File: src/design/tpd_pkg.sv
// tpd_pkg: types and constants shared by the touchpad packet decoder.
// No dependencies; imported by tpd_frame_dec and touchpad_packet_decoder_core.
package tpd_pkg;

	localparam int FINGER_SLOTS = 4;
	localparam int PACKET_BYTES = 8;
	localparam int FRAME_BYTES  = 2 * PACKET_BYTES;
	localparam int GROUP_BYTES  = FRAME_BYTES / FINGER_SLOTS;

	localparam int BYTE_W  = 8;
	localparam int POS_W   = 12;
	localparam int PRESS_W = 9;
	localparam int COUNT_W = 4;
	localparam int SLOT_W  = $clog2(FINGER_SLOTS);
	localparam int BPOS_W  = $clog2(PACKET_BYTES);

	localparam logic [BYTE_W-1:0]  BYTE_FF          = 8'hff;
	localparam logic [PRESS_W-1:0] PRESS_LIMIT_RST  = 9'd255;
	localparam logic [SLOT_W-1:0]  LAST_SLOT        = SLOT_W'(FINGER_SLOTS - 1);
	localparam logic [BPOS_W-1:0]  LAST_BYTE        = BPOS_W'(PACKET_BYTES - 1);

	// header type, bits 5:4 of byte 0
	typedef enum logic [1:0] {
		HDR_POS   = 2'd0,
		HDR_SIZE  = 2'd1,
		HDR_EXTRA = 2'd2,
		HDR_OTHER = 2'd3
	} hdr_type_t;

	typedef logic [BYTE_W-1:0] byte_t;
	typedef byte_t [FRAME_BYTES-1:0] frame_t;
	typedef byte_t [PACKET_BYTES-1:0] packet_t;

	typedef struct packed {
		logic               valid;
		logic [POS_W-1:0]   x;
		logic [POS_W-1:0]   y;
		logic [BYTE_W-1:0]  major;
		logic [BYTE_W-1:0]  minor;
		logic [PRESS_W-1:0] pressure;
	} slot_t;

	typedef slot_t [FINGER_SLOTS-1:0] slots_t;

	typedef struct packed {
		logic left;
		logic right;
	} buttons_t;

endpackage

File: src/design/tpd_frame_dec.sv
// tpd_frame_dec: decodes one 16-byte frame into next finger slot and button state.
// Purely combinational. Depends on tpd_pkg.
module tpd_frame_dec (
	input  tpd_pkg::frame_t               frame,
	input  logic                          decode_en,
	input  logic [tpd_pkg::COUNT_W-1:0]   count,
	input  logic [tpd_pkg::PRESS_W-1:0]   press_limit,
	input  tpd_pkg::slots_t               slots_cur,
	input  tpd_pkg::buttons_t             btn_cur,
	output tpd_pkg::slots_t               slots_nxt,
	output tpd_pkg::buttons_t             btn_nxt
);
	import tpd_pkg::*;

	logic [FINGER_SLOTS-1:0] empty;
	logic [PRESS_W-1:0]      press_dbl [FINGER_SLOTS];
	logic                    blank;
	logic                    size_hdr;

	always_comb begin
		blank    = (frame[0] == BYTE_FF) && (frame[1] == BYTE_FF) &&
			(frame[2] == BYTE_FF) && (frame[3] == BYTE_FF);
		size_hdr = (frame[0][5:4] == HDR_SIZE);
		for (int i = 0; i < FINGER_SLOTS; i++) begin
			empty[i] = (frame[GROUP_BYTES*i+1] == BYTE_FF) &&
				(frame[GROUP_BYTES*i+2] == BYTE_FF) &&
				(frame[GROUP_BYTES*i+3] == BYTE_FF);
			press_dbl[i] = {frame[GROUP_BYTES*i+3], 1'b0};
		end
	end

	always_comb begin
		slots_nxt = slots_cur;
		btn_nxt   = btn_cur;
		if (decode_en && !blank) begin
			btn_nxt.left  = frame[0][0];
			btn_nxt.right = frame[0][1];
			for (int i = 0; i < FINGER_SLOTS; i++) begin
				if (size_hdr) begin
					if (!empty[i]) begin
						slots_nxt[i].minor    = frame[GROUP_BYTES*i+1];
						slots_nxt[i].major    = frame[GROUP_BYTES*i+2];
						slots_nxt[i].pressure = (press_dbl[i] > press_limit) ?
							press_limit : press_dbl[i];
					end
				end else if (!empty[i]) begin
					slots_nxt[i].valid = 1'b1;
					slots_nxt[i].x     = {frame[GROUP_BYTES*i+1], frame[GROUP_BYTES*i+3][7:4]};
					slots_nxt[i].y     = {frame[GROUP_BYTES*i+2], frame[GROUP_BYTES*i+3][3:0]};
				end else begin
					slots_nxt[i].valid = 1'b0;
				end
			end
			if (count == '0) begin
				for (int i = 0; i < FINGER_SLOTS; i++) begin
					slots_nxt[i].valid = 1'b0;
				end
			end
		end
	end

endmodule

File: src/design/touchpad_packet_decoder_core.sv
// touchpad_packet_decoder_core: gathers touchpad bytes into packets and frames,
// keeps finger slot state and emits four slot records per packet.
// Depends on tpd_pkg and tpd_frame_dec.
//
//  channel  direction  handshake              payload
//  in       request    in_valid / in_stall    data_byte
//  out      result     out_valid / out_stall  slot .. last (11 fields)
//  cfg      write      cfg_wr_en              cfg_wr_data (pressure limit)
//
// One byte is taken per cycle while in_stall is low. The eighth byte of a packet
// is decoded in the following cycle, then four records leave one per cycle from
// the slot registers while out_stall is low; records overlap the next packet's bytes.
// in_stall rises only on a packet's last byte while records of the previous one wait.
// arst_n clears all slot state, buttons, count and frame; the pressure limit resets to 255.
module touchpad_packet_decoder_core (
	input  logic                          clk,
	input  logic                          arst_n,
	input  logic                          cfg_wr_en,
	input  logic [tpd_pkg::PRESS_W-1:0]   cfg_wr_data,
	input  logic                          in_valid,
	output logic                          in_stall,
	input  logic [tpd_pkg::BYTE_W-1:0]    data_byte,
	output logic                          out_valid,
	input  logic                          out_stall,
	output logic [tpd_pkg::SLOT_W-1:0]    slot,
	output logic                          valid_res,
	output logic [tpd_pkg::POS_W-1:0]     pos_x,
	output logic [tpd_pkg::POS_W-1:0]     pos_y,
	output logic [tpd_pkg::BYTE_W-1:0]    touch_major,
	output logic [tpd_pkg::BYTE_W-1:0]    touch_minor,
	output logic [tpd_pkg::PRESS_W-1:0]   pressure,
	output logic                          left_pressed,
	output logic                          right_pressed,
	output logic [tpd_pkg::COUNT_W-1:0]   finger_total,
	output logic                          last
);
	import tpd_pkg::*;

	logic [PRESS_W-1:0] press_limit_q;
	packet_t            pkt_q;
	packet_t            frame_lo_q;
	logic [BPOS_W-1:0]  bpos_q;
	logic               pend_s1;
	logic               await_q;
	logic               busy_q;
	logic [SLOT_W-1:0]  slot_q;
	slots_t             slots_q;
	buttons_t           btn_q;
	logic [COUNT_W-1:0] count_q;

	logic               in_acc;
	logic               out_acc;
	frame_t             frame_nxt;
	logic [COUNT_W-1:0] count_nxt;
	logic               await_nxt;
	slots_t             slots_nxt;
	buttons_t           btn_nxt;
	slot_t              cur;

	assign in_stall = (bpos_q == LAST_BYTE) && (pend_s1 || busy_q);
	assign in_acc   = in_valid && !in_stall;
	assign out_acc  = out_valid && !out_stall;

	always_ff @(posedge clk or negedge arst_n) begin
		if (!arst_n) begin
			press_limit_q <= PRESS_LIMIT_RST;
		end else if (cfg_wr_en) begin
			press_limit_q <= cfg_wr_data;
		end
	end

	always_ff @(posedge clk) begin
		if (in_acc) begin
			pkt_q[bpos_q] <= data_byte;
		end
	end

	always_ff @(posedge clk or negedge arst_n) begin
		if (!arst_n) begin
			bpos_q  <= '0;
			pend_s1 <= 1'b0;
		end else begin
			pend_s1 <= in_acc && (bpos_q == LAST_BYTE);
			if (in_acc) begin
				bpos_q <= bpos_q + 1'b1;
			end
		end
	end

	// frame assembly for the packet now complete in pkt_q
	always_comb begin
		if (!await_q) begin
			for (int i = 0; i < PACKET_BYTES; i++) begin
				frame_nxt[i]                = pkt_q[i];
				frame_nxt[i + PACKET_BYTES] = BYTE_FF;
			end
			count_nxt = {pkt_q[4][5:4], pkt_q[4][1:0]};
			await_nxt = (count_nxt > COUNT_W'(2)) &&
				(pkt_q[0] != BYTE_FF) && (pkt_q[1] != BYTE_FF) &&
				(pkt_q[2] != BYTE_FF) && (pkt_q[3] != BYTE_FF) &&
				(pkt_q[0][5:4] != HDR_EXTRA);
		end else begin
			for (int i = 0; i < PACKET_BYTES; i++) begin
				frame_nxt[i]                = frame_lo_q[i];
				frame_nxt[i + PACKET_BYTES] = pkt_q[i];
			end
			count_nxt = count_q;
			await_nxt = 1'b0;
		end
	end

	tpd_frame_dec u_dec (
		.frame        (frame_nxt),
		.decode_en    (!await_nxt),
		.count        (count_nxt),
		.press_limit  (press_limit_q),
		.slots_cur    (slots_q),
		.btn_cur      (btn_q),
		.slots_nxt    (slots_nxt),
		.btn_nxt      (btn_nxt)
	);

	always_ff @(posedge clk or negedge arst_n) begin
		if (!arst_n) begin
			await_q    <= 1'b0;
			count_q    <= '0;
			slots_q    <= '0;
			btn_q      <= '0;
			frame_lo_q <= '0;
		end else if (pend_s1) begin
			await_q <= await_nxt;
			count_q <= count_nxt;
			slots_q <= slots_nxt;
			btn_q   <= btn_nxt;
			for (int i = 0; i < PACKET_BYTES; i++) begin
				frame_lo_q[i] <= frame_nxt[i];
			end
		end
	end

	// record emission, one slot per accepted result
	always_ff @(posedge clk or negedge arst_n) begin
		if (!arst_n) begin
			busy_q <= 1'b0;
			slot_q <= '0;
		end else begin
			if (pend_s1) begin
				busy_q <= 1'b1;
			end else if (out_acc && (slot_q == LAST_SLOT)) begin
				busy_q <= 1'b0;
			end
			if (out_acc) begin
				slot_q <= slot_q + 1'b1;
			end
		end
	end

	assign cur           = slots_q[slot_q];
	assign out_valid     = busy_q;
	assign slot          = slot_q;
	assign valid_res     = cur.valid;
	assign pos_x         = cur.valid ? cur.x : '0;
	assign pos_y         = cur.valid ? cur.y : '0;
	assign touch_major   = cur.valid ? cur.major : '0;
	assign touch_minor   = cur.valid ? cur.minor : '0;
	assign pressure      = cur.valid ? cur.pressure : '0;
	assign left_pressed  = btn_q.left;
	assign right_pressed = btn_q.right;
	assign finger_total  = count_q;
	assign last          = (slot_q == LAST_SLOT);

	a_pend_idle: assert property (@(posedge clk) disable iff (!arst_n)
		pend_s1 |-> !busy_q)
		else $error("packet decoded while records still pending");

	a_pend_emit: assert property (@(posedge clk) disable iff (!arst_n)
		pend_s1 |=> busy_q)
		else $error("decoded packet produced no records");

	a_first_slot: assert property (@(posedge clk) disable iff (!arst_n)
		$rose(out_valid) |-> (slot == '0))
		else $error("record burst does not start at slot zero");

	a_burst_end: assert property (@(posedge clk) disable iff (!arst_n)
		(out_acc && last) |=> !out_valid)
		else $error("records continue past the last slot");

endmodule
File: config.mk
export PLATFORM = sky130hd
export DESIGN_NAME = touchpad_packet_decoder_core
export DESIGN_NICKNAME = d
export VERILOG_FILES = /design/src/design/tpd_pkg.sv /design/src/design/tpd_frame_dec.sv /design/src/design/touchpad_packet_decoder_core.sv
export SDC_FILE = /design/constraint.sdc
export NUM_CORES = 1
export LEC_CHECK = 0
export BUFFER_PORTS_ARGS = -buffer_cell sky130_fd_sc_hd__buf_2
export CAP_MARGIN = 20
export CORE_UTILIZATION = 45
export CTS_CLUSTER_SIZE = 10
export DETAILED_ROUTE_END_ITERATION = 8
export PLACE_DENSITY_LB_ADDON = 0.2
export REMOVE_ABC_BUFFERS = 1
export SYNTH_ARGS = -nofsm -noshare
export SYNTH_HDL_FRONTEND = slang
export SYNTH_HIERARCHICAL = 1
export SYNTH_SLANG_ARGS = --single-unit
File: constraint.sdc
create_clock -name clk -period 3.95 [get_ports clk]
set_clock_uncertainty 0.2 [all_clocks]
set_input_delay 0.5925 -clock clk [delete_from_list [all_inputs] [get_ports clk]]
set_output_delay 0.5925 -clock clk [all_outputs]
set_load 0.03 [all_outputs]
Word level (Yosys, flattened, before mapping). Cells that the tools add are included.

Bits in registers: 351. Bits in latches: 0. Bits in writable memories: 0. Memory bits (read-only): 0. Bits of input ports: 22. Output and inout port bits: 61. Word-level logic and storage cells: 163. Memories: 0.

Add/subtract/negate cells: 2. Multiply operators: 0. Divide/modulo/power cells: 0. Magnitude comparators: 8. Equal/unequal tests: 22. Shift operators: 0. Multiplexer cells: 35. Bitwise logic cells: 6. Reduce and logical (&&, ||, !) cells: 41.

Operator list (number): 2-to-1 mux 128 bit (1); equality test 8 bit (second input constant) (13); binary-select mux 50 bit (select 2 bit) (1); 2-to-1 mux 25 bit (4); 2-to-1 mux 24 bit (4); bitwise mux 64 bit (1); 2-to-1 mux 50 bit (1); 2-to-1 mux 9 bit (5); greater-than comparator 9 bit (4); inequality test 8 bit (second input constant) (4); AND reduction 4 bit (8); demux 8 bit (select 3 bit) (1); 2-to-1 mux 12 bit (2); 2-to-1 mux 8 bit (3); logical AND 1 bit (23); 2-to-1 mux 1 bit (11); NOT 1 bit (6); greater-than comparator 4 x 2 -> 1 bit (second input constant) (1); logical NOT 1 bit (4); logical NOT 4 bit (1); < comparator 3 x 4 -> 1 bit (second input constant) (1); 2-to-1 mux 4 bit (1); inequality test 2 bit (second input constant) (2); AND reduction 2 bit (2); other kinds (10) (10).

Depth between registers and ports, before layout. Gate-level depths: netlist of the first run.

Depth after elaboration: 10. Depth in mapped cells: 12. Gate-level depth less buffers: 10.

Modules after synthesis. The synthesis of the first run kept the hierarchy.

By module, submodules not included: touchpad_packet_decoder_core (instances 1, cells an instance 998, area each 15670.0 um^2, sequential area each 9113.7 um^2); tpd_frame_dec (instances 1, cells an instance 489, area each 3863.7 um^2, sequential area each 0.0 um^2).

Least setup slack after synthesis of the first run. Ideal clock, no wire load.

Path type: reg-to-reg. Start: register await_q. End: register slots_q[108] (netlist bit). Setup time: 0.125 ns. Data arrival time: 2.739 ns. Data required time: 3.625 ns. Path slack: 0.886 ns. Stages on the path, launching flop included: 13. Path buffers: 4. Period minus slack after synthesis: 3.064 ns. Cells stage by stage: dfrtp_1 > buf_6 > buf_2 > clkbuf_1 > nand2b_1 > ha_1 > a211oi_1 > nor2_1 > a211oi_1 > clkbuf_1 > or3_1 > a31oi_1 > mux2_2.

RTL lines: start, declared (line touchpad_packet_decoder_core.sv:44) `logic await_q;`; start signal, assigned (line touchpad_packet_decoder_core.sv:131) `await_q <= await_nxt;`; end signal, assigned (line touchpad_packet_decoder_core.sv:133) `slots_q <= slots_nxt;`; end, declared (line touchpad_packet_decoder_core.sv:47) `slots_t slots_q;`.

==> results of run 1 <==
==> worst paths after layout <==
kind                               endpoint  cells past startpoint  slack, ps
max in group asynchronous      slots_q[145]                      3       2020
min                        press_limit_q[2]                      2         50
min reg2reg                  frame_lo_q[60]                      1        300
max                             slots_q[14]                      9        460
min in group asynchronous        slots_q[0]                      2        430
max reg2reg                     slots_q[14]                      9        460
==> metrics by stage <==
stage / setup slack, ps / util [%] / total power, W
floorplan: -3270 / - / 0.0125
global placement: 496 / 48.8 / 0.0151
detailed placement: 462 / 48.8 / 0.0154
CTS: 446 / 51.7 / 0.0189
global route: 300 / 51.8 / 0.0199
finish: 458 / 51.8 / 0.0188
==> flip-flops by register name, indices dropped and copies added, names as in the netlist <==
| name | count |
|---|---|
| press_limit_q | 9 |
| left_pressed | 1 |
| await_q | 1 |
| pkt_q | 60 |
| frame_lo_q | 56 |
| finger_total | 4 |
| pend_s1 | 1 |
| bpos_q | 3 |
| out_valid | 1 |
| right_pressed | 1 |
| slot | 2 |
| slots_q | 200 |
==> placed cells by master, fill, tap and decap left out, types with 3 or more instances in the layout <==
master	n
a211oi_1	7
a21oi_1	13
a21oi_4	5
a31oi_1	38
and4_1	3
buf_12	14
buf_2	81
buf_4	46
clkbuf_1	21
clkbuf_16	41
dfrtp_1	267
dfrtp_4	3
dfstp_2	8
edfxtp_1	60
ha_1	35
inv_1	20
mux2_1	59
mux2_2	420
mux2_4	10
mux4_2	49
nand2_1	27
nand2_2	3
nand2b_1	52
nand3_1	26
nand3b_1	4
nand4_1	35
nor2_1	54
nor2b_1	47
nor2b_4	3
nor3_1	4
nor3b_1	3
nor4_1	4
o21ai_0	43
or3_1	18
==> power by group <==
part	internal, W	total (W)	switching (W)	leakage (nW)
registers	0.00496	0.00606	0.00110	4.05
logic	0.00459	0.00921	0.00462	4.33
clock network	0.00198	0.00349	0.00151	0.580
total	0.0115	0.0188	0.00722	8.96
==> layer usage <==
layer  share of wire, %  up-vias  wire, µm  track usage (%)
met4                2.3        0      1120             6.07
li1                   -     5552         -                -
met3                4.3       70      2080             3.70
met5                  0        -         0                0
met1                 45     6423     21900             31.5
met2                 49      262     23800             38.6
==> cell type report <==
class                      count  area [µm²]
sequential                   339        8810
clock inverter                 6        78.8
inverter                      20        75.1
multi-input combinational    983        9500
clock buffer                  64        1130
timing repair buffer         144        1080
fill                        3591       19900
tap                          532         666
==> timing repair <==
| action | in CTS | in global routing |
|---|---|---|
| gates resized for setup | 0 | 0 |
| hold endpoints to repair | 85 | 0 |
| buffers inserted | 0 | 0 |
| hold buffers | 1 | 0 |
==> flow_summary.toml, run 1 <==
[min_path]
hold_start = "cfg_wr_data[2]"
hold_class = "input pin to flip-flop"

[synth]
syn_inst = 1435
syn_area_um2 = 18900
yosys_warnings = 6
avgSynthCellArea_um2 = 13.2

[cells_and_area]
diodes = 0
design_area_um2 = 21300
layout-drive-gt1-share_pct = 45.0
instances_no_fill = 2088
area_delta_synth_final_pct = 12.6
num-nets-final = 1586

[setup_path]
required_ps = 4200
reg2reg_from = "await_q"
cp_slowest_stage_delay_ps = 540
critPathKind = "flip-flop to flip-flop"
end_kind = "flip-flop"
path_buf_inv = 3
cp.arrival_ps = 3740
start_kind = "flip-flop"
crit_path_start = "await_q"
cpLargestDelayFamily = "multiplexers"
cp_max_fo = 27
crit_slowest_cell = "dfrtp_4"
worstPathCellList = "buf_12, buf_4, mux2_4, nand2b_4, or2_2, a21oi_4, buf_4, mux2_2, mux2_2"

[global_routing]
grt_pass1_vias = 12526
grt_pass1_wl_um = 75900
grt_use_total_pct = 23.2
grt_start_max_net_pins = 98
overflow = 0
grt_antenna_before_repair = 0

[placed_design]
dp_hpwl_um = 33300
portBuffers = 82
dp.cells = 2016
dpl_cell_area_um2 = 20100
place.gp.congestion = 0.832

[sta]
min_period_over_period_pct = 88.4
setup_viol = 0
drv_slew = 0
worstMarginPinSlew_ps = 1070
rsz0062_at_grt = "false"
min_period_ps = 3490
hold_viol = 0
slew_headroom_pct = 28.6
hold_slack_ps = 51.0
finalSetupTns_ps = 0
max_freq_ghz = 0.286

[flow_run]
maxCapViolCount = 0

[outcome]
status = "finished clean"

[drt]
via_count = 12307
drt_wl_total_um = 48900
drc = 0
wire_per_inst_um = 23.4
drtAntennaViolNets = 0
via_per_inst = 5.89
first_pass_iters = 5
drtIter0Drc = 854

[clock_network]
cts.htree.levels = 2
clk_pin_slew_ps = 60
cts_sinks = 339
insertion_delay_ps = 590
cts-root-buf = "clkbuf_16"
cts_inserted_buffers = 41
cts_tree = "done"
cts.path.max_buffers = 3

[die]
io_pins = 83
core_area_um2 = 41200
die_area_um2 = 42900
initial_utilization_pct = 46.0
fp.dieW_um = 207
rows = 74
die_height_um = 207

[pwr]
peakVddDrop_uv = 443
p_per_area_nw_per_um2 = 879
leakage_nw = 8.96
(Power assumes the default switching activity.)
==> run 2: changes to the inputs <==
- SYNTH_HIERARCHICAL: 1 -> not set
==> run 2 against run 1 <==
Net effect: the flow now finishes with violations (DRC); cell count shrank 9.2%; setup slack got worse by 160 ps; fmax down 4.4%; combinational power down 43%; first-iteration DRC count shrank 2.3%; largest cell class is now flip-flops and latches.
==> flow_summary.toml, run 2 <==
[outcome]
status = "finished, violations left"
violations = "DRC"

[sta]
min_period_over_period_pct = 92.5
drv_slew = 0
hold_viol = 0
rsz0062_at_grt = "false"
slew_headroom_pct = 29.2
worstMarginPinSlew_ps = 1060
max_freq_ghz = 0.274
min_period_ps = 3650
setup_viol = 0

[synth]
yosysTopAreaCellShare_pct = 41.5
synthTopCellsByArea = "dfrtp_1 42%, mux2_2 13%, edfxtp_1 11%"
syn_inst = 1321
yosys-top-cells-count = "271 x dfrtp_1, 187 x mux2_2, 140 x nand2_1"
synth_compound_area_share_pct = 7.00
synth_edf_count = 60
yosysMostFrequentCell = "dfrtp_1"
synth_flop_cell = "dfrtp_1"
synth_top_family_by_area = "multiplexers"
synth_xor_area_share_pct = 0.0536
synth_mux_area_share_pct = 22.1
synth-simple-area-share_pct = 10.8
synthArstFlopShare_pct = 82.3
synth_adder_area_share_pct = 2.68
avgSynthCellArea_um2 = 12.4
ys_ff_latch = 339
yosys_warnings = 0
syn_area_um2 = 16300
synth.distinct_cells = 58
synth-seq-area-share_pct = 53.9
synth_top_area_cell = "dfrtp_1"

[cells_and_area]
seq_area_um2 = 8800
finalCoreUtilization_pct = 52.1
area_delta_synth_final_pct = 13.8
diodes = 0
final_common_cell = "dfrtp_1"
layout-drive-gt1-share_pct = 31.5
num-fill-cells = 3101
num-nets-final = 1463
top_register = "slots_q"
largest_register_ffs = 200
most-common-layout-cells = "268 x dfrtp_1, 187 x mux2_2, 139 x nand2_1"
multi_input_area_um2 = 7010
reg_top3 = "slots_q: 200 flops, pkt_q: 60 flops, frame_lo_q: 56 flops"

[die]
initial_utilization_pct = 45.8
io_pins = 83
fp.dieW_um = 192
core_area_um2 = 35700
die_area_um2 = 37100
rows = 69
die_height_um = 192

[drt]
drtAntennaViolNets = 0
route.met3.wl_um = 1950
drc = 10
first_pass_iters = 7
met1Wirelength_um = 20900
wl_met2_um = 19000
drtIter0Drc = 834
wire_per_inst_um = 22.4
via_per_inst = 5.67
drt_wl_total_um = 42500
top_layer = "met4"
via_count = 10739

[flow_run]
maxCapViolCount = 0

[global_routing]
grt_antenna_before_repair = 0
grt_use_total_pct = 24.0
overflow = 0
grt_pass1_wl_um = 65900
grt_start_max_net_pins = 109
grt_pass1_vias = 10797

[clock_network]
cts.htree.levels = 2
insertion_delay_ps = 550
cts_inserted_buffers = 41
cts.path.max_buffers = 3
clk_pin_slew_ps = 60
cts-root-buf = "clkbuf_16"
cts_resized = 0
cts_tree = "done"
cts_sinks = 339

[min_path]
min_to = "press_limit_q[4]"
whs_path_depth = 3
hold_start = "cfg_wr_data[4]"
hold_class = "input pin to flip-flop"

[setup_path]
reg2reg_from = "await_q"
cp_max_fo = 84
required_ps = 4170
rr_worst_depth = 8
r2r_slack_ps = 300
end_kind = "flip-flop"
start_kind = "flip-flop"
cp.arrival_ps = 3870
r2r_end = "slots_q[130]"
critPathKind = "flip-flop to flip-flop"

[pwr]
p_int_w = 0.00913
leakage_nw = 8.25
p_seq_share_pct = 39.2
peakVddDrop_uv = 498
power_frac_clock_pct = 23.9
power_switching_w = 0.00518
p_per_area_nw_per_um2 = 770
swShare_pct = 36.2
p_total_w = 0.0143
pwr-share-comb_pct = 36.9

[placed_design]
place.gp.congestion = 0.850
portBuffers = 82
dp_hpwl_um = 29400
[run 2: power groups by stage]
stage | combinational, W | sequential (W) | clock [W]
after floorplan | 0.00355 | 0.00569 | 0
after global placement | 0.00523 | 0.00562 | 0
after detailed placement | 0.00530 | 0.00565 | 0
after CTS | 0.00533 | 0.00560 | 0.00348
after global routing | 0.00576 | 0.00576 | 0.00364
final | 0.00528 | 0.00560 | 0.00343
[run 2: worst max-delay path, stage by stage, from the launching register on]
cell and delay, ps:
dfrtp_4 720, buf_12 350, nand2b_1 180, o22ai_1 90, o21ai_0 100, or4b_1 240
nor4b_4 850, buf_4 360, mux2_2 350
[run 2: worst max path at each step]
stage                        from            to  slack (ps)  cells past startpoint
after CTS                 slot[1]      pos_y[9]         260                      5
after global routing      await_q  slots_q[129]         140                      8
after detailed placement  await_q  slots_q[135]         330                      8
after global placement    await_q  slots_q[131]         420                      8
after floorplan           slot[0]      pos_x[0]       -2260                      2
final                     await_q  slots_q[130]         300                      8
[run 2: layout make-up]
type,instances,area share (%)
Clock buffer,67,6.32
Clock inverter,4,0.155
Inverter,58,1.17
Multi-Input combinational cell,847,37.7
Sequential cell,339,47.4
Tap cell,461,3.10
Timing Repair Buffer,119,4.17
[run 2: routing by layer]
metal	global-route usage (%)	up-vias
met5	0	-
li1	-	4935
met3	3.66	49
met4	5.57	0
met2	35.9	261
met1	36.4	5494
[run 2: metrics by stage]
step	cells	setup slack, ps	instance area [µm²]	TNS (ps)	hold slack (ps)
after floorplan	1244	-2260	16000	-481400	96.9
after global placement	1823	423	17400	0	251
after detailed placement	1823	325	17400	0	255
after CTS	1895	255	18600	0	35.6
after global routing	1895	141	18600	0	70.7
final	1895	297	18600	0	51.9
[run 2: repair_timing]
| action | CTS | global route |
|---|---|---|
| hold buffers | 1 | 0 |
| endpoints found under the hold margin | 80 | 0 |
| buffers inserted | 0 | 0 |
[run 2: cells by family after synthesis]
family,after synthesis
compound gates,192
simple gates,353
xor+xnor,1
fa+ha+maj,35
flops,339
buf+inv,135
mux,266
==> run 3: changes to the inputs <==
- clock period: 3.95 -> 4.6 ns (I/O delays scaled with it)
==> run 3 against run 2 <==
Net effect: the run ends with DRC, hold timing left; sequential power fell by 12%; register-to-register slack gained 510 ps; setup slack better by 460 ps; combinational power is 17% lower; flip-flop and latch count unchanged; worst hold slack worse by 72 ps; critical endpoint is now touch_major[4]; largest power group unchanged.
==> flow_summary.toml, run 3 (synthesized netlist as in run 2, its figures left out) <==
[die]
fp.dieW_um = 192
core_area_um2 = 35700
rows = 69
initial_utilization_pct = 45.8
die_area_um2 = 37100
die_height_um = 192
io_pins = 83

[setup_path]
required_ps = 3710
start_kind = "flip-flop"
end_kind = "output port"
cp_max_fo = 40
critPathKind = "flip-flop to output port"
cp.arrival_ps = 2960

[sta]
min_period_ps = 3850
setup_viol = 0
slew_headroom_pct = 36.1
hold_viol = 6
setup_slack_ps = 754
min_period_over_period_pct = 83.6
rsz0062_at_grt = "false"
hold_slack_ps = -19.9
drv_slew = 0
max_freq_ghz = 0.260
worstMarginPinSlew_ps = 955

[clock_network]
cts_tree = "done"
insertion_delay_ps = 530
cts-root-buf = "clkbuf_16"
cts_inserted_buffers = 40
cts.path.max_buffers = 3
cts.htree.levels = 2
cts-hold-fix-buffers = 0
cts_resized = 0
cts_sinks = 339
clk_pin_slew_ps = 60
post_cts_buffers = 0

[drt]
first_pass_iters = 7
drc = 20
wire_per_inst_um = 22.7
drtIter0Drc = 790
via_per_inst = 5.75
drtAntennaViolNets = 0
via_count = 10847
drt_wl_total_um = 42700

[cells_and_area]
instances_no_fill = 1885
finalCoreUtilization_pct = 51.7
num-nets-final = 1455
area_delta_synth_final_pct = 12.8
final_common_cell = "dfrtp_1"
most-common-layout-cells = "268 x dfrtp_1, 187 x mux2_2, 139 x nand2_1"
reg_top3 = "slots_q: 200 flops, pkt_q: 60 flops, frame_lo_q: 56 flops"
layout-drive-gt1-share_pct = 31.2
largest_register_ffs = 200
top_register = "slots_q"

[min_path]
hold_class = "input pin to asynchronous set/reset pin"

[global_routing]
grt_start_max_net_pins = 99
grt_use_total_pct = 24.0
overflow = 0
grt_pass1_wl_um = 66600
grt_antenna_before_repair = 2
grt_pass1_vias = 10673

[flow_run]
maxCapViolCount = 0

[outcome]
violations = "DRC, hold timing"
status = "finished, violations left"

[placed_design]
place_ws_ps = 857
dp_hpwl_um = 29600
dp.cells = 1816
place.gp.congestion = 0.852
portBuffers = 82

[pwr]
leakage_nw = 8.17
p_per_area_nw_per_um2 = 660
peakVddDrop_uv = 482
==> run 3: cell types whose count changed in the layout (fill, tap and decap cells not counted), sizes merged <==
cell         previous run  this run
dlygate4sd3             1         0
clkinv                  4         1
clkbuf                 67        66
diode                   0         1
inv                    58        59
buf                   118       111
==> run 3: through the flow <==
stage / total power [W] / instance area, µm² / setup TNS [ps] / hold slack [ps]
after floorplan: 0.00794 / 16000 / -294590 / 194
after global placement: 0.00927 / 17300 / 0 / 247
after detailed placement: 0.00936 / 17300 / 0 / 259
after CTS: 0.0122 / 18400 / 0 / 26.9
after global routing: 0.0129 / 18400 / 0 / 45.2
final: 0.0122 / 18400 / 0 / -19.9
==> run 3: area by class of cell <==
type,count,area [µm²]
Antenna cell,1,2.50
Clock buffer,65,1120
Clock inverter,2,25.0
Fill cell,3129,17200
Inverter,58,218
Multi-Input combinational cell,847,7010
Sequential cell,339,8800
Tap cell,461,577
Timing Repair Buffer,112,671
==> run 3: critical path, stage by stage (launching register included) <==
cell	delay [ps]
dfrtp_4	1000
buf_4	450
mux4_2	570
nor2b_1	150
buf_2	180
==> run 3: report_power, final <==
part	internal [W]	switching [W]	total [W]
Clock	0.00166	0.00118	0.00284
Sequential	0.00408	0.000844	0.00493
Combinational	0.00199	0.00240	0.00438
==> run 3: path summary, 6_finish.rpt <==
check | slack (ps) | cells after the start | endpoint | start
worst min-delay path | -20 | 1 | slots_q[151] | arst_n
min in group clk | 180 | 3 | press_limit_q[2] | cfg_wr_data[2]
max in group asynchronous | 3200 | 2 | slots_q[146] | arst_n
worst max-delay path | 750 | 4 | touch_major[4] | slot[0]
worst min register to register | 270 | 2 | slots_q[155] | slots_q[155]
worst max register to register | 810 | 8 | slots_q[3] | await_q
==> run 3: layer usage <==
layer | track usage [%] | part of all wire, % | vias up
li1 | - | - | 4929
met1 | 37.1 | 49 | 5547
met2 | 35.6 | 44 | 322
met3 | 3.71 | 5.6 | 47
met4 | 5.03 | 1.3 | 2
met5 | 0 | 0.030 | -
